### src/rtl/core/rbs_pkg.sv
`timescale 1ns / 1ps
`default_nettype none
// ----------------------------------------------------------------------------
// rbs_pkg: shared types and codes for the reconnect backoff scheduler
// Request and result kinds, register indexes and controller command/status.
// ----------------------------------------------------------------------------
package rbs_pkg;

  localparam logic [2:0] REQ_ADD    = 3'd0;
  localparam logic [2:0] REQ_REMOVE = 3'd1;
  localparam logic [2:0] REQ_CONN   = 3'd2;
  localparam logic [2:0] REQ_FAIL   = 3'd3;
  localparam logic [2:0] REQ_TICK   = 3'd4;

  localparam logic [2:0] KIND_DONE    = 3'd0;
  localparam logic [2:0] KIND_DIAL    = 3'd1;
  localparam logic [2:0] KIND_GIVEUP  = 3'd2;
  localparam logic [2:0] KIND_ADDED   = 3'd3;
  localparam logic [2:0] KIND_PRESENT = 3'd4;
  localparam logic [2:0] KIND_FULL    = 3'd5;
  localparam logic [2:0] KIND_REMOVED = 3'd6;
  localparam logic [2:0] KIND_NOTFND  = 3'd7;

  localparam logic [2:0] REG_BASE    = 3'd0;
  localparam logic [2:0] REG_MAXBO   = 3'd1;
  localparam logic [2:0] REG_TIMEOUT = 3'd2;
  localparam logic [2:0] REG_MAXATT  = 3'd3;
  localparam logic [2:0] REG_MAXTGT  = 3'd4;
  localparam logic [2:0] REG_PERSIST = 3'd5;

  localparam int CFG_BITS = 24;

  // controller -> datapath
  typedef struct packed {
    logic load;      // capture the input transaction
    logic lookup;    // single request: decide and update
    logic scan_clr;  // reset scan index
    logic scan_step; // evaluate one slot, update, may queue a result
    logic bo_step;   // one doubling step of the backoff unit
    logic commit;    // write dial update of scan slot
    logic done_out;  // present the closing done result
  } rbs_cmd_t;

  // datapath -> controller
  typedef struct packed {
    logic is_tick;
    logic scan_last;  // current scan slot is the final one
    logic need_dial;  // current slot needs a dial (backoff run)
    logic bo_busy;    // backoff unit still doubling
  } rbs_sts_t;

endpackage
`default_nettype wire

### src/rtl/core/rbs_ctrl.sv
`timescale 1ns / 1ps
`default_nettype none
// ----------------------------------------------------------------------------
// rbs_ctrl: sequencing controller
// Steps a request through lookup or a slot-by-slot scan with backoff runs.
// ----------------------------------------------------------------------------
module rbs_ctrl
  import rbs_pkg::*;
(
  input  wire logic     clk,
  input  wire logic     rst,
  input  wire logic     in_fire,
  input  wire logic     out_free,  // output register empty or being taken
  input  rbs_sts_t      sts,
  output rbs_cmd_t      cmd,
  output logic          in_ready
);

  typedef enum logic [5:0] {
    ST_IDLE = 6'b000001,
    ST_DEC  = 6'b000010,
    ST_SCAN = 6'b000100,
    ST_BO   = 6'b001000,
    ST_CMT  = 6'b010000,
    ST_DONE = 6'b100000
  } state_t;

  state_t state, state_next;

  always_comb begin
    state_next = state;
    cmd = '0;
    in_ready = (state == ST_IDLE);
    case (state)
      ST_IDLE: begin
        if (in_fire) begin
          cmd.load = 1'b1;
          state_next = ST_DEC;
        end
      end
      ST_DEC: begin
        if (sts.is_tick) begin
          cmd.scan_clr = 1'b1;
          state_next = ST_SCAN;
        end else if (out_free) begin
          cmd.lookup = 1'b1;
          state_next = ST_IDLE;
        end
      end
      ST_SCAN: begin
        if (out_free) begin
          cmd.scan_step = 1'b1;
          if (sts.need_dial) state_next = ST_BO;
          else if (sts.scan_last) state_next = ST_DONE;
        end
      end
      ST_BO: begin
        cmd.bo_step = 1'b1;
        if (!sts.bo_busy) state_next = ST_CMT;
      end
      ST_CMT: begin
        if (out_free) begin
          cmd.commit = 1'b1;
          state_next = sts.scan_last ? ST_DONE : ST_SCAN;
        end
      end
      ST_DONE: begin
        if (out_free) begin
          cmd.done_out = 1'b1;
          state_next = ST_IDLE;
        end
      end
      default: state_next = ST_IDLE;
    endcase
  end

  always_ff @(posedge clk) begin
    if (rst) state <= ST_IDLE;
    else state <= state_next;
  end

  a_ready_idle: assert property (@(posedge clk) disable iff (rst)
    in_ready |-> state == ST_IDLE) else $error("ready outside idle");
  a_bo_commit: assert property (@(posedge clk) disable iff (rst)
    (state == ST_BO && !sts.bo_busy) |=> state == ST_CMT)
    else $error("backoff did not lead to commit");
  a_one_cmd: assert property (@(posedge clk) disable iff (rst)
    $onehot0({cmd.load, cmd.lookup, cmd.scan_step, cmd.commit, cmd.done_out}))
    else $error("conflicting commands");

endmodule
`default_nettype wire

### src/rtl/core/rbs_dp.sv
`timescale 1ns / 1ps
`default_nettype none
// ----------------------------------------------------------------------------
// rbs_dp: target table and scan datapath
// Holds slot state and registers, runs lookups, the scan and the backoff.
// ----------------------------------------------------------------------------
module rbs_dp
  import rbs_pkg::*;
#(
  parameter int SLOTS        = 16,
  parameter int ADDR_BITS    = 48,
  parameter int TIME_BITS    = 40,
  parameter int ATTEMPT_BITS = 8
) (
  input  wire logic                   clk,
  input  wire logic                   rst,
  input  wire logic                   cfg_we,
  input  wire logic [2:0]             cfg_idx,
  input  wire logic [CFG_BITS-1:0]    cfg_data,
  input  wire logic [2:0]             req_type,
  input  wire logic [ADDR_BITS-1:0]   address,
  input  wire logic [TIME_BITS-1:0]   now_time,
  input  wire logic [15:0]            live_mask,
  input  rbs_cmd_t                    cmd,
  output rbs_sts_t                    sts,
  input  wire logic                   out_take,
  output logic                        out_valid,
  output logic [2:0]                  out_kind,
  output logic [ADDR_BITS-1:0]        out_addr,
  output logic [3:0]                  out_slot,
  output logic                        out_last
);

  localparam int SW = (SLOTS > 1) ? $clog2(SLOTS) : 1;
  localparam int CW = $clog2(SLOTS + 1);
  localparam int DW = TIME_BITS + 1;
  localparam logic [ATTEMPT_BITS-1:0] ATT_MAX = '1;
  localparam logic [TIME_BITS-1:0] TIME_MAX = '1;

  logic [19:0] base_bo;
  logic [23:0] max_bo, dial_to;
  logic [7:0]  max_att;
  logic [4:0]  max_tgt;
  logic        persist;

  always_ff @(posedge clk) begin
    if (rst) begin
      base_bo <= 20'd1000; max_bo <= 24'd60000; dial_to <= 24'd10000;
      max_att <= 8'd0; max_tgt <= 5'd16; persist <= 1'b0;
    end else if (cfg_we) begin
      case (cfg_idx)
        REG_BASE:    base_bo <= cfg_data[19:0];
        REG_MAXBO:   max_bo  <= cfg_data[23:0];
        REG_TIMEOUT: dial_to <= cfg_data[23:0];
        REG_MAXATT:  max_att <= cfg_data[7:0];
        REG_MAXTGT:  max_tgt <= cfg_data[4:0];
        REG_PERSIST: persist <= cfg_data[0];
        default: ;
      endcase
    end
  end

  logic [SLOTS-1:0]        vld;
  logic [ADDR_BITS-1:0]    sa   [SLOTS];
  logic [ATTEMPT_BITS-1:0] att  [SLOTS];
  logic [SLOTS-1:0]        infl;
  logic [TIME_BITS-1:0]    ddl  [SLOTS];
  logic [TIME_BITS-1:0]    nat  [SLOTS];
  logic [CW-1:0]           act;

  logic [2:0]           r_req;
  logic [ADDR_BITS-1:0] r_addr;
  logic [TIME_BITS-1:0] r_now;
  logic [15:0]          r_live;
  logic [SW-1:0]        sidx;

  // lookup: match and lowest free slot
  logic            hit, fre;
  logic [SW-1:0]   hit_s, fre_s;
  always_comb begin
    hit = 1'b0; hit_s = '0; fre = 1'b0; fre_s = '0;
    for (int s = SLOTS - 1; s >= 0; s--) begin
      if (vld[s] && sa[s] == r_addr) begin hit = 1'b1; hit_s = SW'(s); end
      if (!vld[s]) begin fre = 1'b1; fre_s = SW'(s); end
    end
  end
  logic room;
  assign room = fre && (32'(act) < 32'(max_tgt));

  // scan slot evaluation
  logic cur_live, cur_skip, cur_give, cur_dial;
  always_comb begin
    cur_live = (32'(sidx) < 16) && r_live[4'(sidx)];
    cur_skip = (infl[sidx] && r_now < ddl[sidx]) || (nat[sidx] > r_now);
    cur_give = (max_att != 8'd0) && (32'(att[sidx]) >= 32'(max_att));
    cur_dial = vld[sidx] && !cur_live && !cur_skip && !cur_give;
  end

  // backoff unit: doubles one step a cycle
  logic [ATTEMPT_BITS-1:0] new_att, bo_i;
  logic [DW-1:0]           bo_d;
  assign new_att = (att[sidx] < ATT_MAX) ? att[sidx] + 1'b1 : att[sidx];
  logic bo_more;
  assign bo_more = (bo_i < new_att) && (bo_d < DW'(max_bo));

  always_ff @(posedge clk) begin
    if (cmd.scan_step && cur_dial) begin
      bo_d <= DW'(base_bo);
      bo_i <= ATTEMPT_BITS'(1);
    end else if (cmd.bo_step && bo_more) begin
      bo_d <= bo_d << 1;
      bo_i <= bo_i + 1'b1;
    end
  end

  logic [DW-1:0] bo_cap, sum_n, sum_d;
  always_comb begin
    bo_cap = (bo_d < DW'(max_bo)) ? bo_d : DW'(max_bo);
    sum_n  = DW'(r_now) + bo_cap;
    sum_d  = DW'(r_now) + DW'(dial_to);
  end

  assign sts.is_tick   = (r_req == REQ_TICK);
  assign sts.scan_last = (32'(sidx) == SLOTS - 1);
  assign sts.need_dial = cur_dial;
  assign sts.bo_busy   = bo_more;

  logic         o_set;
  logic [2:0]   o_kind;
  logic [ADDR_BITS-1:0] o_addr;
  logic [SW-1:0] o_slot;
  logic         o_last;

  always_comb begin
    o_set = 1'b0; o_kind = KIND_DONE; o_addr = r_addr; o_slot = '0; o_last = 1'b1;
    if (cmd.lookup) begin
      o_set = 1'b1;
      case (r_req)
        REQ_ADD: begin
          if (hit) begin o_kind = KIND_PRESENT; o_slot = hit_s; end
          else if (room) begin o_kind = KIND_ADDED; o_slot = fre_s; end
          else o_kind = KIND_FULL;
        end
        REQ_REMOVE: begin
          if (hit) begin o_kind = KIND_REMOVED; o_slot = hit_s; end
          else o_kind = KIND_NOTFND;
        end
        REQ_CONN: begin
          if (hit) begin o_kind = KIND_DONE; o_slot = hit_s; end
          else if (!persist) o_kind = KIND_NOTFND;
          else if (room) begin o_kind = KIND_ADDED; o_slot = fre_s; end
          else o_kind = KIND_FULL;
        end
        REQ_FAIL: begin
          if (hit) o_slot = hit_s;
          else o_kind = KIND_NOTFND;
        end
        default: ;
      endcase
    end else if (cmd.scan_step && vld[sidx] && !cur_live && !cur_skip && cur_give) begin
      o_set = 1'b1; o_kind = KIND_GIVEUP; o_addr = sa[sidx]; o_slot = sidx; o_last = 1'b0;
    end else if (cmd.commit) begin
      o_set = 1'b1; o_kind = KIND_DIAL; o_addr = sa[sidx]; o_slot = sidx; o_last = 1'b0;
    end else if (cmd.done_out) begin
      o_set = 1'b1; o_addr = '0;
    end
  end

  always_ff @(posedge clk) begin
    if (rst) out_valid <= 1'b0;
    else if (o_set) out_valid <= 1'b1;
    else if (out_take) out_valid <= 1'b0;
  end

  always_ff @(posedge clk) begin
    if (o_set) begin
      out_kind <= o_kind;
      out_addr <= o_addr;
      out_slot <= 4'(o_slot);
      out_last <= o_last;
    end
  end

  // table updates
  logic do_fill;
  assign do_fill = cmd.lookup && !hit && room &&
                   (r_req == REQ_ADD || (r_req == REQ_CONN && persist));

  always_ff @(posedge clk) begin
    if (cmd.load) begin
      r_req <= req_type; r_addr <= address; r_now <= now_time; r_live <= live_mask;
    end
    if (cmd.scan_clr) sidx <= '0;
    else if ((cmd.scan_step && !cur_dial && !sts.scan_last) ||
             (cmd.commit && !sts.scan_last)) sidx <= sidx + 1'b1;
  end

  always_ff @(posedge clk) begin
    if (rst) begin
      vld <= '0;
      act <= '0;
    end else begin
      if (do_fill) begin
        vld[fre_s] <= 1'b1;
        act <= act + 1'b1;
      end
      if (cmd.lookup && hit && r_req == REQ_REMOVE) begin
        vld[hit_s] <= 1'b0;
        act <= act - 1'b1;
      end
      if (cmd.scan_step && vld[sidx] && !cur_live && !cur_skip && cur_give) begin
        vld[sidx] <= 1'b0;
        act <= act - 1'b1;
      end
    end
  end

  always_ff @(posedge clk) begin
    if (do_fill) begin
      sa[fre_s] <= r_addr; ddl[fre_s] <= '0;
      att[fre_s] <= '0; infl[fre_s] <= 1'b0; nat[fre_s] <= r_now;
    end
    if (cmd.lookup && hit && r_req == REQ_CONN) begin
      att[hit_s] <= '0; infl[hit_s] <= 1'b0; nat[hit_s] <= r_now;
    end
    if (cmd.lookup && hit && r_req == REQ_FAIL) infl[hit_s] <= 1'b0;
    if (cmd.scan_step && vld[sidx] && cur_live) begin
      att[sidx] <= '0; infl[sidx] <= 1'b0; nat[sidx] <= r_now;
    end
    if (cmd.commit) begin
      att[sidx]  <= new_att;
      infl[sidx] <= 1'b1;
      ddl[sidx]  <= sum_d[TIME_BITS] ? TIME_MAX : sum_d[TIME_BITS-1:0];
      nat[sidx]  <= sum_n[TIME_BITS] ? TIME_MAX : sum_n[TIME_BITS-1:0];
    end
  end

  a_act_bound: assert property (@(posedge clk) disable iff (rst)
    32'(act) <= SLOTS) else $error("active count overflow");
  a_act_pop: assert property (@(posedge clk) disable iff (rst)
    32'(act) == $countones(vld)) else $error("active count mismatch");
  a_fill_free: assert property (@(posedge clk) disable iff (rst)
    do_fill |-> !vld[fre_s]) else $error("fill of busy slot");

endmodule
`default_nettype wire

### src/rtl/core/reconnect_backoff_scheduler_core.sv
`timescale 1ns / 1ps
`default_nettype none
// ----------------------------------------------------------------------------
// reconnect_backoff_scheduler_core: exponential backoff reconnect scheduler
// Input channel takes requests (add, remove, connected, dial failed, tick);
// output channel returns one result per request, or for a tick one result
// per dialed or dropped slot and a closing done result with last set.
// A single request is decided once the output register is free, and its
// result is loaded into that register. A tick walks the slots one a cycle
// while the output register is free; each dial adds a backoff run that
// doubles the delay until the new attempt count or the cap is reached.
// One request is in work at a time; the next is accepted once the previous
// one has queued its last result. Results sit in one output register; while
// the receiver stalls it holds and the scan waits. Reset clears the table,
// the active count and loads the register defaults; the output register
// comes up empty. Configuration writes go to a plain indexed write port;
// the user must make them only while idle, as the block does not enforce it.
// ----------------------------------------------------------------------------
module reconnect_backoff_scheduler_core
  import rbs_pkg::*;
#(
  parameter int SLOTS        = 16,
  parameter int ADDR_BITS    = 48,
  parameter int TIME_BITS    = 40,
  parameter int ATTEMPT_BITS = 8
) (
  input  wire logic                 clk,
  input  wire logic                 rst,
  input  wire logic                 cfg_we,
  input  wire logic [2:0]           cfg_index,
  input  wire logic [CFG_BITS-1:0]  cfg_data,
  input  wire logic                 in_valid,
  output logic                      in_stall,
  input  wire logic [2:0]           req_type,
  input  wire logic [ADDR_BITS-1:0] address,
  input  wire logic [TIME_BITS-1:0] now_time,
  input  wire logic [15:0]          live_mask,
  output logic                      out_valid,
  input  wire logic                 out_stall,
  output logic [2:0]                kind,
  output logic [ADDR_BITS-1:0]      peer_address,
  output logic [3:0]                slot,
  output logic                      last
);

  rbs_cmd_t cmd;
  rbs_sts_t sts;
  logic     rdy, in_fire, out_take, out_free;

  assign in_stall = !rdy;
  assign in_fire  = in_valid && rdy;
  assign out_take = out_valid && !out_stall;
  assign out_free = !out_valid || !out_stall;

  rbs_ctrl u_ctrl (
    .clk(clk), .rst(rst), .in_fire(in_fire), .out_free(out_free),
    .sts(sts), .cmd(cmd), .in_ready(rdy)
  );

  rbs_dp #(
    .SLOTS(SLOTS), .ADDR_BITS(ADDR_BITS), .TIME_BITS(TIME_BITS),
    .ATTEMPT_BITS(ATTEMPT_BITS)
  ) u_dp (
    .clk(clk), .rst(rst), .cfg_we(cfg_we), .cfg_idx(cfg_index), .cfg_data(cfg_data),
    .req_type(req_type), .address(address), .now_time(now_time),
    .live_mask(live_mask), .cmd(cmd), .sts(sts), .out_take(out_take),
    .out_valid(out_valid), .out_kind(kind), .out_addr(peer_address),
    .out_slot(slot), .out_last(last)
  );

endmodule
`default_nettype wire

### config.mk
export PLATFORM = sky130hd
export DESIGN_NAME = reconnect_backoff_scheduler_core
export DESIGN_NICKNAME = d
export VERILOG_FILES = /design/src/rtl/core/rbs_pkg.sv /design/src/rtl/core/rbs_ctrl.sv /design/src/rtl/core/rbs_dp.sv /design/src/rtl/core/reconnect_backoff_scheduler_core.sv
export SDC_FILE = /design/constraint.sdc
export NUM_CORES = 2
export LEC_CHECK = 0
export BUFFER_PORTS_ARGS = -buffer_cell sky130_fd_sc_hd__buf_2
export CAP_MARGIN = 5
export CORE_MARGIN = 10
export CORE_UTILIZATION = 55
export CTS_BUF_LIST = sky130_fd_sc_hd__clkbuf_8
export DETAILED_ROUTE_END_ITERATION = 7
export GPL_TIMING_DRIVEN = 0
export MAX_ROUTING_LAYER = met4
export PLACE_DENSITY_LB_ADDON = 0.12
export SLEW_MARGIN = 20
export SYNTH_ARGS = -nofsm -noshare
export SYNTH_HDL_FRONTEND = slang
export SYNTH_SLANG_ARGS = --single-unit
### constraint.sdc
create_clock -name clk -period 32.5 [get_ports clk]
set_input_delay 3.25 -clock clk [delete_from_list [all_inputs] [get_ports clk]]
set_output_delay 3.25 -clock clk [all_outputs]
set_load 0.005 [all_outputs]
==> impl_results.md <==
* Non-Filler Instances at 10738
* Share of the synthesized area in the top cell type at 62.9%
* Worst-path clk slew at 0.06 ns
* DRC at 4
* Minimum clock period at 11.32 ns
* Synth area leaders: edfxtp_1 63%, mux4_2 14%, xnor2_1 3.6%, dfxtp_1 2.9%, xor2_1 2.4%
* Startpoint Class: flop
* Post-CTS Setup Inserts at 0
* Peak VDD IR at 0.0570 mV
* Synth Instances at 6656
* Power per cell area at 62.9 nW/um^2
* Worst setup path category: reg -> reg
* Cell Area, Synth at 113000 um^2
* Data arrival time of the worst path at 12.04 ns
* PnR Total Power at 0.00813 W
* GR Util met1 at 53.2%
* Final wirelength at 459000 um
* Crit path max fanout at 11
* Req. time, crit path at 33.22 ns
* Final Wtd Congestion at 1.11
* Fmax at 0.0884 GHz
* Worst Tran Pin Value at 1.50 ns
* Yosys reg bits at 2522
* Hold crit path type: reg -> reg
* Period utilization at 34.8%
* Largest net degree at the start of global routing at 45
* Row cnt at 165
* Core Box Area at 203000 um^2
* Main combinational cell family by area after synthesis: multiplexers
* H-tree levels at 5
* CTS tree: built
* RR Endpoint: u_dp.out_addr[38]
* Netlist cell types at 91
* Final Cell Area at 129000 um^2
* # resized after CTS at 0
* Initial Util at 55.5%
* WHS Path Cells at 2
* Adder-cell share of the synthesized area at 2.18%
* Sink Count at 2522
* DP HPWL at 358000 um
* All-Layer GR Usage at 41.7%
* Synth top cells by count: 2359 x edfxtp_1, 684 x mux4_2, 469 x xnor2_1
* Layout area overhead at 14.9%
* Outcome: finished, violations left
* Slew HR at -0.804%
* Warnings from Yosys at 0
* Share of layout cells above drive strength 1 at 27.4%
* Nets at 8027
* Hold_sp: u_dp.max_bo[8]
* Initial antenna violation count at 51
* Failing checks: design-rule violations, max-capacitance violations, max-slew violations
* Final Max Tran Viols at 1
* Final setup viols at 0
* Sequential cell area fraction in the yosys report at 65.8%
* Worst setup EP type: flop
* Die height at 472 um
* Most used DFF post-synth: edfxtp_1
* Met3 Usage GRT at 12.3%
* Mean Syn Cell Area at 16.9 um^2
* Vias at 73991
* Synth Area in Simple Gates at 5.21%
* Hold Buf Count CTS at 0
* Mux cell area share after synthesis at 14.2%
* Vias in the first global route at 69735
* Pre-Repair DR Iteration Count at 8
* Max Root-Sink Buffers at 4
* GR Util met2 at 59.5%
* Global route hottest layer: met2
* DR WL/cell at 42.7 um
* First DRT Iteration DRCs at 12681
* Port Buffers at 193
* Final ANT Viol Nets at 0
* Global-route wire length before repair at 610000 um
* Root Buffer Master: clkbuf_8
* Xor/xnor share of the synthesized area at 6.02%
* Via-per-instance ratio at 6.89
* RSZ-0062 raised after global routing: no
* Die W at 472 um
* Die ar. at 223000 um^2
* Dominant cell type by area after synthesis: edfxtp_1
* R2R cell count at 24
* Placed Cells at 9942
* Setup TNS Final at 0 ns
* Most numerous cell in the Yosys netlist: edfxtp_1
* Hold Fails Final Rpt at 0
* Overflow after GRT at 0
* Clock Skews at 0.108 ns
* Number of flops mapped to enable cells by yosys at 2359
* Hold Crit Endpoint: u_dp.max_bo[8]
* Lkg Pwr at 42.8 nW
* Clk_lat worst skew at 1.14 ns
* Cell Area, Placed at 121000 um^2
* Max Cap Viol at 1
* Total CTS buffers at 418
* IO Count at 197
* Synth Area in Compound Gates at 4.26%
* Flop2flop setup slack at 21.18 ns
* Async SR Flop Fraction at 0%
==> critical path, stage by stage, from the launching register on <==
cell and delay [ns]:
dfxtp_1 0.75, buf_6 0.36, buf_8 0.22, buf_8 0.18, buf_4 0.40, clkbuf_1 0.61, buf_1 0.90, buf_1 0.83
mux4_2 0.65, mux4_2 0.51, ha_1 0.32, nand4_1 0.09, nor2_1 0.18, nand4_1 0.36, o221ai_1 0.64, a211oi_1 0.10
o211ai_1 0.37, buf_6 0.22, or3_1 0.12, clkbuf_1 0.33, nand2_1 0.29, inv_1 0.60, clkbuf_1 0.89, nand2_1 0.11
a21oi_1 0.84
==> metal layers <==
layer,wire length [um],share of wire (%)
met1,165000,36
met2,200000,44
met3,58800,13
met4,34700,7.6
met5,0,0
==> kinds of logic (layout without fill, tap and decap cells) <==
| group | Yosys count | after routing |
|---|---|---|
| flip-flops | 2522 | 2522 |
| AND/OR/NAND/NOR | 1153 | 1153 |
| XOR/XNOR | 774 | 774 |
| multiplexers | 736 | 736 |
| AO/OA/AOI/OAI | 723 | 723 |
| buffers and inverters | 552 | 1895 |
| adder cells (fa/ha/maj) | 195 | 195 |
| other | 1 | 68 |
==> registers in the layout, indices dropped and copies added, names as in the netlist, 16 cells and up, named ones only <==
signal / count
u_dp.vld: 16
u_dp.nat: 640
u_dp.dial_to: 24
u_dp.r_live: 16
u_dp.att: 128
u_dp.base_bo: 20
u_dp.ddl: 640
u_dp.max_bo: 24
u_dp.infl: 16
u_dp.sa: 768
u_dp.r_now: 40
u_dp.out_addr: 48
u_dp.r_addr: 48
u_dp.bo_d: 41
==> final cells by class <==
cell class              count  area, um^2
diodes                     52         130
plain buffers             352        1930
clock buffers             434        5970
clock inverters           307        1590
fillers                 14329       73700
inverters                 200         751
multi-input cells        3597       36600
flip-flops and latches   2522       74100
well taps                2672        3340
repair buffers            602        4840
==> power by group <==
part	leakage [nW]	internal (W)	switching (W)
Clock	4.37	0.00132	0.00131
Combinational	16.3	0.000720	0.00108
Sequential	22.2	0.00362	0.0000818
Total	42.8	0.00566	0.00248
==> through the flow <==
| step | utilization [%] | setup WS, ns | hold WS (ns) |
|---|---|---|---|
| after floorplan | - | 19.53 | 0.420 |
| final | 63.7 | 21.18 | 0.454 |
| after global placement | 57.6 | 6.92 | 0.434 |
| after CTS | 63.6 | 21.09 | 0.454 |
| after detailed placement | 59.9 | 21.19 | 0.442 |
| after global routing | 63.7 | 21.11 | 0.474 |
==> cells in the final DEF (no fill, tap or decap), types with 64 or more instances in the layout <==
cell | Yosys | routed
a21o_1 | 64 | 64
a21oi_1 | 210 | 185
buf_2 | 35 | 392
buf_4 | 68 | 231
clkbuf_1 | 182 | 133
clkbuf_8 | 0 | 434
clkinv_1 | 0 | 95
dfxtp_1 | 163 | 163
edfxtp_1 | 2359 | 2359
ha_1 | 193 | 193
inv_1 | 194 | 320
mux4_2 | 684 | 684
nand2_1 | 353 | 353
nand3_1 | 99 | 98
nand4_1 | 148 | 148
nor2_1 | 165 | 145
nor4_1 | 126 | 101
o21ai_0 | 114 | 104
xnor2_1 | 469 | 457
xor2_1 | 305 | 304
==> worst max path at each step <==
stage	start	to	slack [ns]
final	flop	u_dp.out_addr[38]	21.18
after floorplan	out_stall	u_dp.att[8][0]	19.53
after CTS	flop	u_dp.out_addr[38]	21.09
after detailed placement	flop	u_dp.out_addr[38]	21.19
after global routing	flop	u_dp.out_addr[38]	21.11
after global placement	u_dp.r_addr[21]	u_dp.nat[8][21]	6.92
(Power assumes the default switching activity.)
